## config.mk

```make
export PLATFORM = sky130hd
export DESIGN_NAME = light_level_conditioner
export DESIGN_NICKNAME = d
export VERILOG_FILES = /design/src/hdl/llc_pkg.sv /design/src/hdl/llc_ctrl.sv /design/src/hdl/llc_datapath.sv /design/src/hdl/light_level_conditioner.sv
export SDC_FILE = /design/constraint.sdc
export NUM_CORES = 1
export LEC_CHECK = 0
export BUFFER_PORTS_ARGS = -buffer_cell sky130_fd_sc_hd__buf_4
export CAP_MARGIN = 20
export CORE_ASPECT_RATIO = 1.5
export CORE_MARGIN = 8
export CORE_UTILIZATION = 57
export CTS_CLUSTER_DIAMETER = 60
export DETAILED_ROUTE_END_ITERATION = 10
export PLACE_DENSITY = 0.7
export SETUP_SLACK_MARGIN = 0.1
export SYNTH_ARGS = -nofsm -noshare
export SYNTH_HDL_FRONTEND = slang
export SYNTH_HIERARCHICAL = 1
export SYNTH_SLANG_ARGS = --single-unit
```

## constraint.sdc

```tcl
create_clock -name aclk -period 8.4 [get_ports aclk]
set_input_delay 0.84 -clock aclk [delete_from_list [all_inputs] [get_ports aclk]]
set_output_delay 0.84 -clock aclk [all_outputs]
set_load 0.005 [all_outputs]
```

## src/hdl/llc_pkg.sv

```systemverilog
// Shared constants, codes and controller/datapath interface types
// for the light level conditioner. No dependencies.
package llc_pkg;

    localparam int WINDOW_LEN       = 5;
    localparam int SAMPLE_PERIOD_MS = 10;

    localparam int PTR_W    = $clog2(WINDOW_LEN);
    localparam int RANK_W   = $clog2(WINDOW_LEN);
    localparam int MED_RANK = WINDOW_LEN / 2;

    localparam int ADC_W      = 12;
    localparam int LEVEL_W    = 7;
    localparam int EMA_W      = 10;
    localparam int NORM_W     = 10;
    localparam int RATE_W     = 16;
    localparam int DIFF_W     = 10;
    localparam int CAL_W      = 7;
    localparam int THR_W      = 10;
    localparam int CFG_IDX_W  = 2;
    localparam int CFG_DATA_W = 10;

    localparam int ADC_CLAMP   = 4000;
    localparam int LEVEL_TOP   = 100;
    localparam int EMA_MAX     = 1000;
    localparam int EMA_ROUND   = 5;
    localparam int NORM_MAX    = 1000;
    localparam int NUM_SCALE   = 1000;
    localparam int DIFF_LIMIT  = 320;
    localparam int RATE_SCALE  = 1000 / SAMPLE_PERIOD_MS;

    // reciprocal multipliers: x/5 = (x*205)>>10 for x<512, 3x/10 = (x*9831)>>15,
    // x/10 = (x*205)>>11 for x<=1005
    localparam int RECIP5_MUL   = 205;
    localparam int RECIP5_SHIFT = 10;
    localparam int EMA_MUL      = 9831;
    localparam int EMA_SHIFT    = 15;
    localparam int RECIP10_MUL  = 205;
    localparam int RECIP10_SHIFT = 11;

    localparam int DIV_W     = 17;
    localparam int DIV_CNT_W = $clog2(DIV_W);

    typedef enum logic {
        OP_TICK  = 1'b0,
        OP_PRIME = 1'b1
    } opcode_t;

    typedef enum logic [CFG_IDX_W-1:0] {
        CFG_CALIB_LOW  = 2'd0,
        CFG_CALIB_HIGH = 2'd1,
        CFG_HAND_ON    = 2'd2,
        CFG_HAND_OFF   = 2'd3
    } cfg_index_t;

    typedef enum logic [3:0] {
        ST_IDLE,
        ST_LEVEL,
        ST_PRIME,
        ST_WIN,
        ST_MED,
        ST_EMA_MUL,
        ST_EMA_UPD,
        ST_FILT,
        ST_NUM,
        ST_DIV,
        ST_NORM,
        ST_FIN
    } state_t;

    typedef struct packed {
        logic load_in;
        logic calc_level;
        logic prime_wr;
        logic win_wr;
        logic calc_med;
        logic ema_mul;
        logic ema_upd;
        logic calc_filt;
        logic calc_num;
        logic div_step;
        logic calc_norm;
        logic finish;
    } llc_cmd_t;

    typedef struct packed {
        logic is_prime;
        logic div_done;
        logic out_free;
    } llc_sts_t;

endpackage

```

## src/hdl/llc_ctrl.sv

```systemverilog
// Sequencing state machine for the light level conditioner.
// Depends on llc_pkg; drives llc_datapath through llc_cmd_t.
module llc_ctrl (
    input  logic              aclk,
    input  logic              aresetn,
    input  logic              s_valid,
    output logic              s_ready,
    input  llc_pkg::llc_sts_t sts,
    output llc_pkg::llc_cmd_t cmd
);

    llc_pkg::state_t state_reg, state_next;

    always_ff @(posedge aclk) begin
        if (!aresetn) begin
            state_reg <= llc_pkg::ST_IDLE;
        end else begin
            state_reg <= state_next;
        end
    end

    always_comb begin
        state_next = state_reg;
        cmd        = '0;
        s_ready    = 1'b0;
        case (state_reg)
            llc_pkg::ST_IDLE: begin
                s_ready = 1'b1;
                if (s_valid) begin
                    cmd.load_in = 1'b1;
                    state_next  = llc_pkg::ST_LEVEL;
                end
            end
            llc_pkg::ST_LEVEL: begin
                cmd.calc_level = 1'b1;
                state_next = sts.is_prime ? llc_pkg::ST_PRIME : llc_pkg::ST_WIN;
            end
            llc_pkg::ST_PRIME: begin
                if (sts.out_free) begin
                    cmd.prime_wr = 1'b1;
                    state_next   = llc_pkg::ST_IDLE;
                end
            end
            llc_pkg::ST_WIN: begin
                cmd.win_wr = 1'b1;
                state_next = llc_pkg::ST_MED;
            end
            llc_pkg::ST_MED: begin
                cmd.calc_med = 1'b1;
                state_next   = llc_pkg::ST_EMA_MUL;
            end
            llc_pkg::ST_EMA_MUL: begin
                cmd.ema_mul = 1'b1;
                state_next  = llc_pkg::ST_EMA_UPD;
            end
            llc_pkg::ST_EMA_UPD: begin
                cmd.ema_upd = 1'b1;
                state_next  = llc_pkg::ST_FILT;
            end
            llc_pkg::ST_FILT: begin
                cmd.calc_filt = 1'b1;
                state_next    = llc_pkg::ST_NUM;
            end
            llc_pkg::ST_NUM: begin
                cmd.calc_num = 1'b1;
                state_next   = llc_pkg::ST_DIV;
            end
            llc_pkg::ST_DIV: begin
                cmd.div_step = 1'b1;
                if (sts.div_done) begin
                    state_next = llc_pkg::ST_NORM;
                end
            end
            llc_pkg::ST_NORM: begin
                cmd.calc_norm = 1'b1;
                state_next    = llc_pkg::ST_FIN;
            end
            llc_pkg::ST_FIN: begin
                if (sts.out_free) begin
                    cmd.finish = 1'b1;
                    state_next = llc_pkg::ST_IDLE;
                end
            end
            default: begin
                state_next = llc_pkg::ST_IDLE;
            end
        endcase
    end

endmodule

```

## src/hdl/llc_datapath.sv

```systemverilog
// Datapath of the light level conditioner: config registers, window,
// median, EMA, restoring divider, rate, hysteresis, output register. Uses llc_pkg.
module llc_datapath (
    input  logic                                 aclk,
    input  logic                                 aresetn,
    input  llc_pkg::llc_cmd_t                    cmd,
    output llc_pkg::llc_sts_t                    sts,
    input  logic                                 s_opcode,
    input  logic [llc_pkg::ADC_W-1:0]            s_adc_sample,
    input  logic                                 cfg_valid,
    output logic                                 cfg_ready,
    input  logic [llc_pkg::CFG_IDX_W-1:0]        cfg_index,
    input  logic [llc_pkg::CFG_DATA_W-1:0]       cfg_data,
    output logic                                 m_valid,
    input  logic                                 m_ready,
    output logic [llc_pkg::LEVEL_W-1:0]          m_filtered_level,
    output logic [llc_pkg::NORM_W-1:0]           m_norm_level,
    output logic signed [llc_pkg::RATE_W-1:0]    m_change_rate,
    output logic                                 m_hand_present
);

    // config
    logic [llc_pkg::CAL_W-1:0] cal_low_reg, cal_high_reg;
    logic [llc_pkg::THR_W-1:0] hand_on_reg, hand_off_reg;

    // input capture and level
    logic                        op_reg;
    logic [llc_pkg::ADC_W-1:0]   adc_reg;
    logic [llc_pkg::ADC_W-1:0]   adc_clamp;
    logic [16:0]                 lvl_prod;
    logic [llc_pkg::LEVEL_W-1:0] level_next, level_reg;

    // window and median
    logic [llc_pkg::LEVEL_W-1:0] win_reg [llc_pkg::WINDOW_LEN];
    logic [llc_pkg::PTR_W-1:0]   ptr_reg;
    logic [llc_pkg::RANK_W-1:0]  rank [llc_pkg::WINDOW_LEN];
    logic [llc_pkg::LEVEL_W-1:0] med_next, med_reg;

    // EMA
    logic [llc_pkg::EMA_W-1:0]   ema_reg;
    logic [10:0]                 med10;
    logic signed [11:0]          ema_diff;
    logic [10:0]                 diff_abs;
    logic [24:0]                 ema_prod_reg;
    logic                        ema_neg_reg;
    logic [9:0]                  ema_step;
    logic signed [11:0]          ema_sum;
    logic [llc_pkg::EMA_W-1:0]   ema_next;
    logic [18:0]                 filt_prod;
    logic [llc_pkg::LEVEL_W-1:0] filt_reg;

    // normalization and divider
    logic signed [7:0]            hi_minus;
    logic signed [17:0]           num_val;
    logic [llc_pkg::CAL_W-1:0]    span_next, span_reg;
    logic                         num_pos_reg;
    logic [llc_pkg::CAL_W-1:0]    rem_reg;
    logic [llc_pkg::DIV_W-1:0]    quo_reg;
    logic [llc_pkg::DIV_CNT_W-1:0] cnt_reg;
    logic [llc_pkg::CAL_W:0]      trial;
    logic                         trial_ge;
    logic [llc_pkg::NORM_W-1:0]   nv_next, nv_reg;
    logic signed [10:0]           norm_diff;
    logic signed [llc_pkg::DIFF_W-1:0] diff_next, diff_reg;

    // result
    logic [llc_pkg::NORM_W-1:0]    last_norm_reg;
    logic                          hand_reg, hand_mid, hand_next;
    logic signed [16:0]            rate_full;
    logic                          m_valid_reg;
    logic [llc_pkg::LEVEL_W-1:0]   out_filt_reg;
    logic [llc_pkg::NORM_W-1:0]    out_norm_reg;
    logic signed [llc_pkg::RATE_W-1:0] out_rate_reg;
    logic                          out_hand_reg;

    assign cfg_ready = 1'b1;

    always_ff @(posedge aclk) begin
        if (!aresetn) begin
            cal_low_reg  <= llc_pkg::CAL_W'(20);
            cal_high_reg <= llc_pkg::CAL_W'(90);
            hand_on_reg  <= llc_pkg::THR_W'(80);
            hand_off_reg <= llc_pkg::THR_W'(40);
        end else if (cfg_valid) begin
            case (llc_pkg::cfg_index_t'(cfg_index))
                llc_pkg::CFG_CALIB_LOW:  cal_low_reg  <= cfg_data[llc_pkg::CAL_W-1:0];
                llc_pkg::CFG_CALIB_HIGH: cal_high_reg <= cfg_data[llc_pkg::CAL_W-1:0];
                llc_pkg::CFG_HAND_ON:    hand_on_reg  <= cfg_data[llc_pkg::THR_W-1:0];
                llc_pkg::CFG_HAND_OFF:   hand_off_reg <= cfg_data[llc_pkg::THR_W-1:0];
                default: ;
            endcase
        end
    end

    // level = 100 - min(v,4000)/40, with /40 as >>3 then /5
    assign adc_clamp  = (adc_reg > llc_pkg::ADC_W'(llc_pkg::ADC_CLAMP)) ?
                        llc_pkg::ADC_W'(llc_pkg::ADC_CLAMP) : adc_reg;
    assign lvl_prod   = 17'(adc_clamp[llc_pkg::ADC_W-1:3]) * 17'(llc_pkg::RECIP5_MUL);
    assign level_next = llc_pkg::LEVEL_W'(llc_pkg::LEVEL_TOP) -
                        lvl_prod[llc_pkg::RECIP5_SHIFT +: llc_pkg::LEVEL_W];

    always_ff @(posedge aclk) begin
        if (cmd.load_in) begin
            op_reg  <= s_opcode;
            adc_reg <= s_adc_sample;
        end
        if (cmd.calc_level) begin
            level_reg <= level_next;
        end
    end

    always_ff @(posedge aclk) begin
        if (!aresetn) begin
            for (int i = 0; i < llc_pkg::WINDOW_LEN; i++) begin
                win_reg[i] <= '0;
            end
            ptr_reg <= '0;
        end else if (cmd.prime_wr) begin
            for (int i = 0; i < llc_pkg::WINDOW_LEN; i++) begin
                win_reg[i] <= level_reg;
            end
        end else if (cmd.win_wr) begin
            win_reg[ptr_reg] <= level_reg;
            ptr_reg <= (ptr_reg == llc_pkg::PTR_W'(llc_pkg::WINDOW_LEN - 1)) ?
                       '0 : ptr_reg + 1'b1;
        end
    end

    // median by rank: ties broken by position
    always_comb begin
        med_next = '0;
        for (int i = 0; i < llc_pkg::WINDOW_LEN; i++) begin
            rank[i] = '0;
            for (int j = 0; j < llc_pkg::WINDOW_LEN; j++) begin
                if (j != i) begin
                    if ((win_reg[j] < win_reg[i]) || ((j < i) && (win_reg[j] == win_reg[i]))) begin
                        rank[i] = rank[i] + 1'b1;
                    end
                end
            end
            if (rank[i] == llc_pkg::RANK_W'(llc_pkg::MED_RANK)) begin
                med_next = win_reg[i];
            end
        end
    end

    // ema += trunc(3*(10*med - ema)/10), clamped to 0..1000
    assign med10    = 11'(med_reg) * 11'd10;
    assign ema_diff = $signed({1'b0, med10}) - $signed({2'b00, ema_reg});
    assign diff_abs = ema_diff[11] ? 11'(-ema_diff) : ema_diff[10:0];
    assign ema_step = ema_prod_reg[llc_pkg::EMA_SHIFT +: 10];
    assign ema_sum  = ema_neg_reg ? ($signed({2'b00, ema_reg}) - $signed({2'b00, ema_step}))
                                  : ($signed({2'b00, ema_reg}) + $signed({2'b00, ema_step}));

    always_comb begin
        if (ema_sum < 0) begin
            ema_next = '0;
        end else if (ema_sum > 12'sd1000) begin
            ema_next = llc_pkg::EMA_W'(llc_pkg::EMA_MAX);
        end else begin
            ema_next = ema_sum[llc_pkg::EMA_W-1:0];
        end
    end

    assign filt_prod = 19'(11'(ema_reg) + 11'(llc_pkg::EMA_ROUND)) *
                       19'(llc_pkg::RECIP10_MUL);

    always_ff @(posedge aclk) begin
        if (!aresetn) begin
            ema_reg <= '0;
        end else if (cmd.prime_wr) begin
            ema_reg <= llc_pkg::EMA_W'(10'(level_reg) * 10'd10);
        end else if (cmd.ema_upd) begin
            ema_reg <= ema_next;
        end
    end

    always_ff @(posedge aclk) begin
        if (cmd.calc_med) begin
            med_reg <= med_next;
        end
        if (cmd.ema_mul) begin
            ema_prod_reg <= 25'(diff_abs) * 25'(llc_pkg::EMA_MUL);
            ema_neg_reg  <= ema_diff[11];
        end
        if (cmd.calc_filt) begin
            filt_reg <= filt_prod[llc_pkg::RECIP10_SHIFT +: llc_pkg::LEVEL_W];
        end
    end

    // norm = (cal_high - filt)*1000 / span, clamped to 0..1000
    assign hi_minus  = $signed({1'b0, cal_high_reg}) - $signed({1'b0, filt_reg});
    assign num_val   = 18'(hi_minus) * 18'sd1000;
    assign span_next = (cal_high_reg > cal_low_reg) ? (cal_high_reg - cal_low_reg)
                                                    : llc_pkg::CAL_W'(1);
    assign trial     = {rem_reg, quo_reg[llc_pkg::DIV_W-1]};
    assign trial_ge  = (trial >= {1'b0, span_reg});

    always_ff @(posedge aclk) begin
        if (cmd.calc_num) begin
            quo_reg     <= num_val[llc_pkg::DIV_W-1:0];
            num_pos_reg <= (num_val > 0);
            span_reg    <= span_next;
            rem_reg     <= '0;
            cnt_reg     <= '0;
        end else if (cmd.div_step) begin
            rem_reg <= trial_ge ? llc_pkg::CAL_W'(trial - {1'b0, span_reg})
                                : trial[llc_pkg::CAL_W-1:0];
            quo_reg <= {quo_reg[llc_pkg::DIV_W-2:0], trial_ge};
            cnt_reg <= cnt_reg + 1'b1;
        end
    end

    always_comb begin
        if (!num_pos_reg) begin
            nv_next = '0;
        end else if (quo_reg > llc_pkg::DIV_W'(llc_pkg::NORM_MAX)) begin
            nv_next = llc_pkg::NORM_W'(llc_pkg::NORM_MAX);
        end else begin
            nv_next = quo_reg[llc_pkg::NORM_W-1:0];
        end
    end

    assign norm_diff = $signed({1'b0, nv_next}) - $signed({1'b0, last_norm_reg});

    always_comb begin
        if (norm_diff > 11'sd320) begin
            diff_next = llc_pkg::DIFF_W'(llc_pkg::DIFF_LIMIT);
        end else if (norm_diff < -11'sd320) begin
            diff_next = -llc_pkg::DIFF_W'(llc_pkg::DIFF_LIMIT);
        end else begin
            diff_next = norm_diff[llc_pkg::DIFF_W-1:0];
        end
    end

    always_ff @(posedge aclk) begin
        if (cmd.calc_norm) begin
            nv_reg   <= nv_next;
            diff_reg <= diff_next;
        end
    end

    assign rate_full = 17'(diff_reg) * $signed(17'(llc_pkg::RATE_SCALE));
    assign hand_mid  = hand_reg | (nv_reg > hand_on_reg);
    assign hand_next = hand_mid & ~(nv_reg < hand_off_reg);

    always_ff @(posedge aclk) begin
        if (!aresetn) begin
            last_norm_reg <= '0;
            hand_reg      <= 1'b0;
        end else if (cmd.finish) begin
            last_norm_reg <= nv_reg;
            hand_reg      <= hand_next;
        end
    end

    always_ff @(posedge aclk) begin
        if (!aresetn) begin
            m_valid_reg <= 1'b0;
        end else if (cmd.prime_wr || cmd.finish) begin
            m_valid_reg <= 1'b1;
        end else if (m_ready) begin
            m_valid_reg <= 1'b0;
        end
    end

    always_ff @(posedge aclk) begin
        if (cmd.prime_wr) begin
            out_filt_reg <= level_reg;
            out_norm_reg <= last_norm_reg;
            out_rate_reg <= '0;
            out_hand_reg <= hand_reg;
        end else if (cmd.finish) begin
            out_filt_reg <= filt_reg;
            out_norm_reg <= nv_reg;
            out_rate_reg <= rate_full[llc_pkg::RATE_W-1:0];
            out_hand_reg <= hand_next;
        end
    end

    assign m_valid          = m_valid_reg;
    assign m_filtered_level = out_filt_reg;
    assign m_norm_level     = out_norm_reg;
    assign m_change_rate    = out_rate_reg;
    assign m_hand_present   = out_hand_reg;

    assign sts.is_prime = (op_reg == llc_pkg::OP_PRIME);
    assign sts.div_done = (cnt_reg == llc_pkg::DIV_CNT_W'(llc_pkg::DIV_W - 1));
    assign sts.out_free = ~m_valid_reg | m_ready;

endmodule

```

## src/hdl/light_level_conditioner.sv

```systemverilog
// Tick: the input transaction runs through level, window, median, EMA, filter and
// numerator steps, a restoring divider by the calibration span, then norm and finish;
// prime: level, then prime write; plus any output stall. Only one transaction is in
// flight; a finished result waits in the output register while the next input is taken.
// Reset (aresetn low, synchronous): window, pointer, EMA, last norm, hand flag cleared,
// config to 20/90/80/40, no result pending.
module light_level_conditioner (
    input  logic                                 aclk,
    input  logic                                 aresetn,
    input  logic                                 s_valid,
    output logic                                 s_ready,
    input  logic                                 s_opcode,
    input  logic [llc_pkg::ADC_W-1:0]            s_adc_sample,
    output logic                                 m_valid,
    input  logic                                 m_ready,
    output logic [llc_pkg::LEVEL_W-1:0]          m_filtered_level,
    output logic [llc_pkg::NORM_W-1:0]           m_norm_level,
    output logic signed [llc_pkg::RATE_W-1:0]    m_change_rate,
    output logic                                 m_hand_present,
    input  logic                                 cfg_valid,
    output logic                                 cfg_ready,
    input  logic [llc_pkg::CFG_IDX_W-1:0]        cfg_index,
    input  logic [llc_pkg::CFG_DATA_W-1:0]       cfg_data
);

    llc_pkg::llc_cmd_t cmd;
    llc_pkg::llc_sts_t sts;

    llc_ctrl u_ctrl (
        .aclk    (aclk),
        .aresetn (aresetn),
        .s_valid (s_valid),
        .s_ready (s_ready),
        .sts     (sts),
        .cmd     (cmd)
    );

    llc_datapath u_datapath (
        .aclk             (aclk),
        .aresetn          (aresetn),
        .cmd              (cmd),
        .sts              (sts),
        .s_opcode         (s_opcode),
        .s_adc_sample     (s_adc_sample),
        .cfg_valid        (cfg_valid),
        .cfg_ready        (cfg_ready),
        .cfg_index        (cfg_index),
        .cfg_data         (cfg_data),
        .m_valid          (m_valid),
        .m_ready          (m_ready),
        .m_filtered_level (m_filtered_level),
        .m_norm_level     (m_norm_level),
        .m_change_rate    (m_change_rate),
        .m_hand_present   (m_hand_present)
    );

endmodule

```

==> results.toml, run 1 <==
[outcome]
status = "completed"

[clocking]
root_buffer = "clkbuf_16"
clkTransAtPathRegs_ns = 0.06
cts.sink_count = 232
postCtsSetupBuffers = 0
ctsResizeCount = 0
cts_hold_buf = 0
cts_tree = "yes"
cts.htree.levels = 1
clock_latency_ns = 0.55
cts_buffer_depth = 3
cts_buffers = 25

[die]
io_pins = 67
fp.dieH_um = 263
initial_core_util_pct = 57.7
die_area_um2 = 47400
die_w_um = 180
core_um2 = 40100
num_rows = 90

[route]
vias_per_cell = 5.69
wl_mm = 51.9
vias = 17100
drtIter0Drc = 752
drtAntennaViolNets = 0
dr.pass1.iters = 5
routedWlPerCell_um = 17.3
remaining_drc_errors = 0

[logic_synthesis]
seq_area_frac_synth_pct = 26.1
synthArstFlopShare_pct = 0
syn_inst = 2427
ys_warn_count = 6
syn_area_um2 = 23100
yosys_most_used_dff = "edfxtp_1"
synth-seq-cells = 232
synth_cell_types = 93
avgSynthCellArea_um2 = 9.53
synth_edf_count = 140

[place]
place.gp.congestion = 0.883
dp.final_hpwl_mm = 42.5
numPortBuffers = 63

[sta]
finalSetupTns_ns = 0
period_share_pct = 95.4
fmax_mhz = 125
hold_viol = 0
finalSetupViolCount = 0
maxSlewHeadroom_pct = 30.2
fin_crit_ns = 8.02
slew_violations = 0
skew_ns = 0.0219
rsz0062_at_grt = "yes"
worstMarginPinSlew_ns = 1.04

[global_route]
grt_max_degree = 70
first_global_vias = 18000
grt_usage_pct = 21.6
grt_pass1_wl_mm = 85.3
antenna_found_initial = 0
grt.overflow.total = 0

[min_path]
hp-class = "register to register"
worstHoldStart = "u_datapath/hand_off_reg[7]"

[critical_path]
critPathMaxFanout = 11
slowest_stage = "fa_1"
crit_arrival_ns = 8.29
crit_path_start_kind = "register"
critPathKind = "register to register"
path_delay_family = "adder cells"
cp.required_ns = 8.68
r2r_start = "u_datapath/med_reg[3]"
critPathCaptureType = "register"
crit_start = "u_datapath/med_reg[3]"
cp_num_buf_inv = 3
cp_slowest_stage_delay_ns = 0.51

[cells_and_area]
area_growth_pct = 7.71
largest_reg_flops = 35
drive_gt1_share_pct = 6.84
final_cell_mix = "ha_1, inv_1, edfxtp_1"
layout.nets = 3050
antenna_cells = 0
fillers = 3428
mostFrequentLayoutCell = "ha_1"

[flow_run]
max_cap_violations = 0
Yosys cell counts (12+ instances only):
library cell	n	area (um2)
and2_1	38	238
o21a_1	30	225
xor2_1	48	420
a21boi_0	27	203
ha_1	421	5270
mux2i_1	50	500
dfxtp_1	92	1840
a211oi_1	16	120
clkbuf_1	35	131
o21ai_0	91	455
inv_1	380	1430
nor2_1	131	492
nand2_1	134	503
a21o_1	39	293
nand2b_1	36	225
and3_1	12	75.1
o31ai_1	13	97.6
nor3_1	42	210
fa_1	118	2360
nand3_1	34	170
a21oi_1	110	551
xnor2_1	77	674
edfxtp_1	140	4200
nand4_1	22	138
o21bai_1	13	97.6
nor2b_1	70	438
cell families (layout without fill, tap and decap cells):
group / count (synthesis) / in the layout / synth area share [%]
flip-flops: 232 / 232 / 26.1
AO/OA/AOI/OAI: 454 / 454 / 13.3
AND/OR/NAND/NOR: 577 / 577 / 12.6
other: 2 / 4 / 0.0325
buffers and inverters: 434 / 505 / 7.18
multiplexers: 63 / 63 / 2.89
XOR/XNOR: 125 / 125 / 4.73
adder cells (fa/ha/maj): 540 / 540 / 33.0
area by class of cell:
class,instances,area [um2],share of cell area [%]
clock buffer,30,644,2.59
clock inverter,16,108,0.432
timing repair buffer,77,582,2.34
inverter,382,1430,5.76
multi-input combinational,1763,15500,62.1
sequential,232,6050,24.3
tap,506,633,2.54
worst min-delay path, cell delays in order, from the launching register on:
cell and delay [ns]:
dfxtp_1 0.31, nand2_1 0.05, a21boi_0 0.06
stage by stage:
stage	utilization (%)	setup slack, ns	instances	hold WS [ns]	instance area [um2]
2_1_floorplan	-	1.03	2429	0.443	23100
4_1_cts	62.1	0.429	3005	0.453	24900
6_report	62.1	0.383	3006	0.470	24900
3_5_place_dp	60.2	0.415	2959	0.464	24100
3_3_place_gp	60.2	0.716	2958	0.450	24100
5_1_grt	62.1	0.0112	3006	0.455	24900
layer usage:
layer,track usage (%),vias to the layer above,routed length (um)
met1,23.3,8221,20500
met3,1.98,112,1570
met2,42.4,300,28000
met5,0,-,0
li1,-,8471,-
met4,8.40,0,1850
path summary, 6_finish.rpt:
kind,to,slack [ns],cells past startpoint
min,u_datapath/hand_off_reg[7],0.47,2
max,u_datapath/ema_prod_reg[24],0.38,29
min reg2reg,u_datapath/hand_off_reg[7],0.47,2
max reg2reg,u_datapath/ema_prod_reg[24],0.38,29
Power of run 1 is left out: the tool's default activity adds up to more than one toggle a clock period on the data nets, which glitch-free logic cannot reach.
==> inputs of run 2 (changes only) <==
- PLACE_DENSITY: 0.7 -> 0.73
- REMOVE_ABC_BUFFERS: unset -> 1
- clock period: 8.4 -> 7.3 ns (I/O delays scaled with it)
==> results.toml, run 2 (synthesized netlist as in run 1, its figures left out) <==
[global_route]
grt_pass1_wl_mm = 88.8
antenna_found_initial = 0
grt_usage_pct = 22.5
grt_max_degree = 70
grt.overflow.total = 0
first_global_vias = 18800

[cells_and_area]
mostFrequentLayoutCell = "ha_1"
antenna_cells = 0
area_growth_pct = 12.0
final_cell_mix = "ha_1, inv_1, edfxtp_1"
fillers = 3223
multi_input_area_um2 = 15800
regArea_um2 = 6050
drive_gt1_share_pct = 11.3
largest_reg_flops = 35
layout.nets = 3118

[route]
wl_mm = 54.2
vias_per_cell = 5.73
vias = 17600
drtIter0Drc = 847
drtAntennaViolNets = 0
routedWlPerCell_um = 17.6
remaining_drc_errors = 0
dr.pass1.iters = 5

[outcome]
status = "complete, but fails checks"
violations = "negative setup slack"

[critical_path]
path_delay_family = "adder cells"
crit_path_start_kind = "register"
critPathCaptureType = "register"
crit_arrival_ns = 7.72
cp.required_ns = 7.59
slowest_stage = "fa_1"
reg2reg_slack_ns = -0.14
critPathKind = "register to register"
critPathMaxFanout = 5
cp_num_buf_inv = 5
cp_slowest_stage_delay_ns = 0.51

[clocking]
clock_latency_ns = 0.54
cts_buffers = 26
cts.htree.levels = 1
root_buffer = "clkbuf_16"
clkTransAtPathRegs_ns = 0.06
cts.sink_count = 232
cts_buffer_depth = 3
cts_tree = "yes"

[sta]
hold_viol = 0
skew_ns = 0.0129
maxSlewHeadroom_pct = 23.8
slew_violations = 0
finalSetupTns_ns = -0.325
rsz0062_at_grt = "yes"
period_share_pct = 102
worstMarginPinSlew_ns = 1.14
fin_crit_ns = 7.44
fmax_mhz = 134
worst_slack_ns = -0.136
finalSetupViolCount = 3

[die]
die_area_um2 = 47400
num_rows = 90
fp.dieH_um = 263
die_w_um = 180
core_um2 = 40100
io_pins = 67
initial_core_util_pct = 57.7

[min_path]
hp-class = "primary input to register"

[place]
numPortBuffers = 63
place.gp.congestion = 0.935
dp.final_hpwl_mm = 43.4

[flow_run]
max_cap_violations = 0
## run 2: cell types whose count changed in the layout (fill, tap and decap cells not counted), sizes merged
cell      delta
buf         +67
clkbuf       +4
bufinv       +3
clkinvlp     -3
inv          -2
## run 2: path summary, 6_finish.rpt
path | start | depth (start not counted) | to
min reg2reg | u_datapath/cal_high_reg[0] | 2 | u_datapath/cal_high_reg[0]
min | s_adc_sample[8] | 1 | u_datapath/adc_reg[8]
max | u_datapath/med_reg[1] | 32 | u_datapath/ema_prod_reg[23]
max reg2reg | u_datapath/med_reg[1] | 32 | u_datapath/ema_prod_reg[23]
## run 2: through the flow
stage	instances	hold slack [ns]	setup slack [ns]	util [%]	instance area, um2
4_1_cts	3068	0.342	0.0172	64.2	25700
3_5_place_dp	3007	0.462	-0.390	61.1	24500
5_1_grt	3075	0.341	-0.442	64.6	25900
6_report	3075	0.362	-0.136	64.6	25900
3_3_place_gp	3007	0.453	-0.145	61.1	24500
2_1_floorplan	2377	0.443	-0.435	-	22900
## run 2: worst register-to-register path, delay by kind of cell (launching register included)
family,cells,cell delay [ns]
AOI/OAI and AO/OA,11,1.91
DFF,1,0.39
adders and majority gates,10,3.59
and+or+nand+nor,3,0.28
buffers and inverters,5,0.53
xor gates and xnor gates,3,0.48
## run 2: layer usage
metal / track usage, % / vias to the layer above / part of all wire [%]
li1: - / 8599 / -
met1: 23.7 / 8447 / 39
met2: 43.7 / 402 / 54
met3: 2.24 / 161 / 3.1
met4: 10.8 / 0 / 4.5
met5: 0 / - / 0
## run 2: repair_timing
item,in CTS,in global routing
setup buffers,13,6
pin swaps,46,19
resized for setup,46,22
gates cloned,0,0
hold endpoints to repair,0,0
setup endpoints to repair,10,10
hold buffers,0,0
## run 2: layout make-up
class	count	share of cell area, %
clock buffer	34	2.87
clock inverter	14	0.662
inverter	382	5.54
multi-input combinational	1763	60.9
sequential	232	23.3
tap	506	2.44
timing repair buffer	144	4.27
Power of run 2 is left out for the same reason.
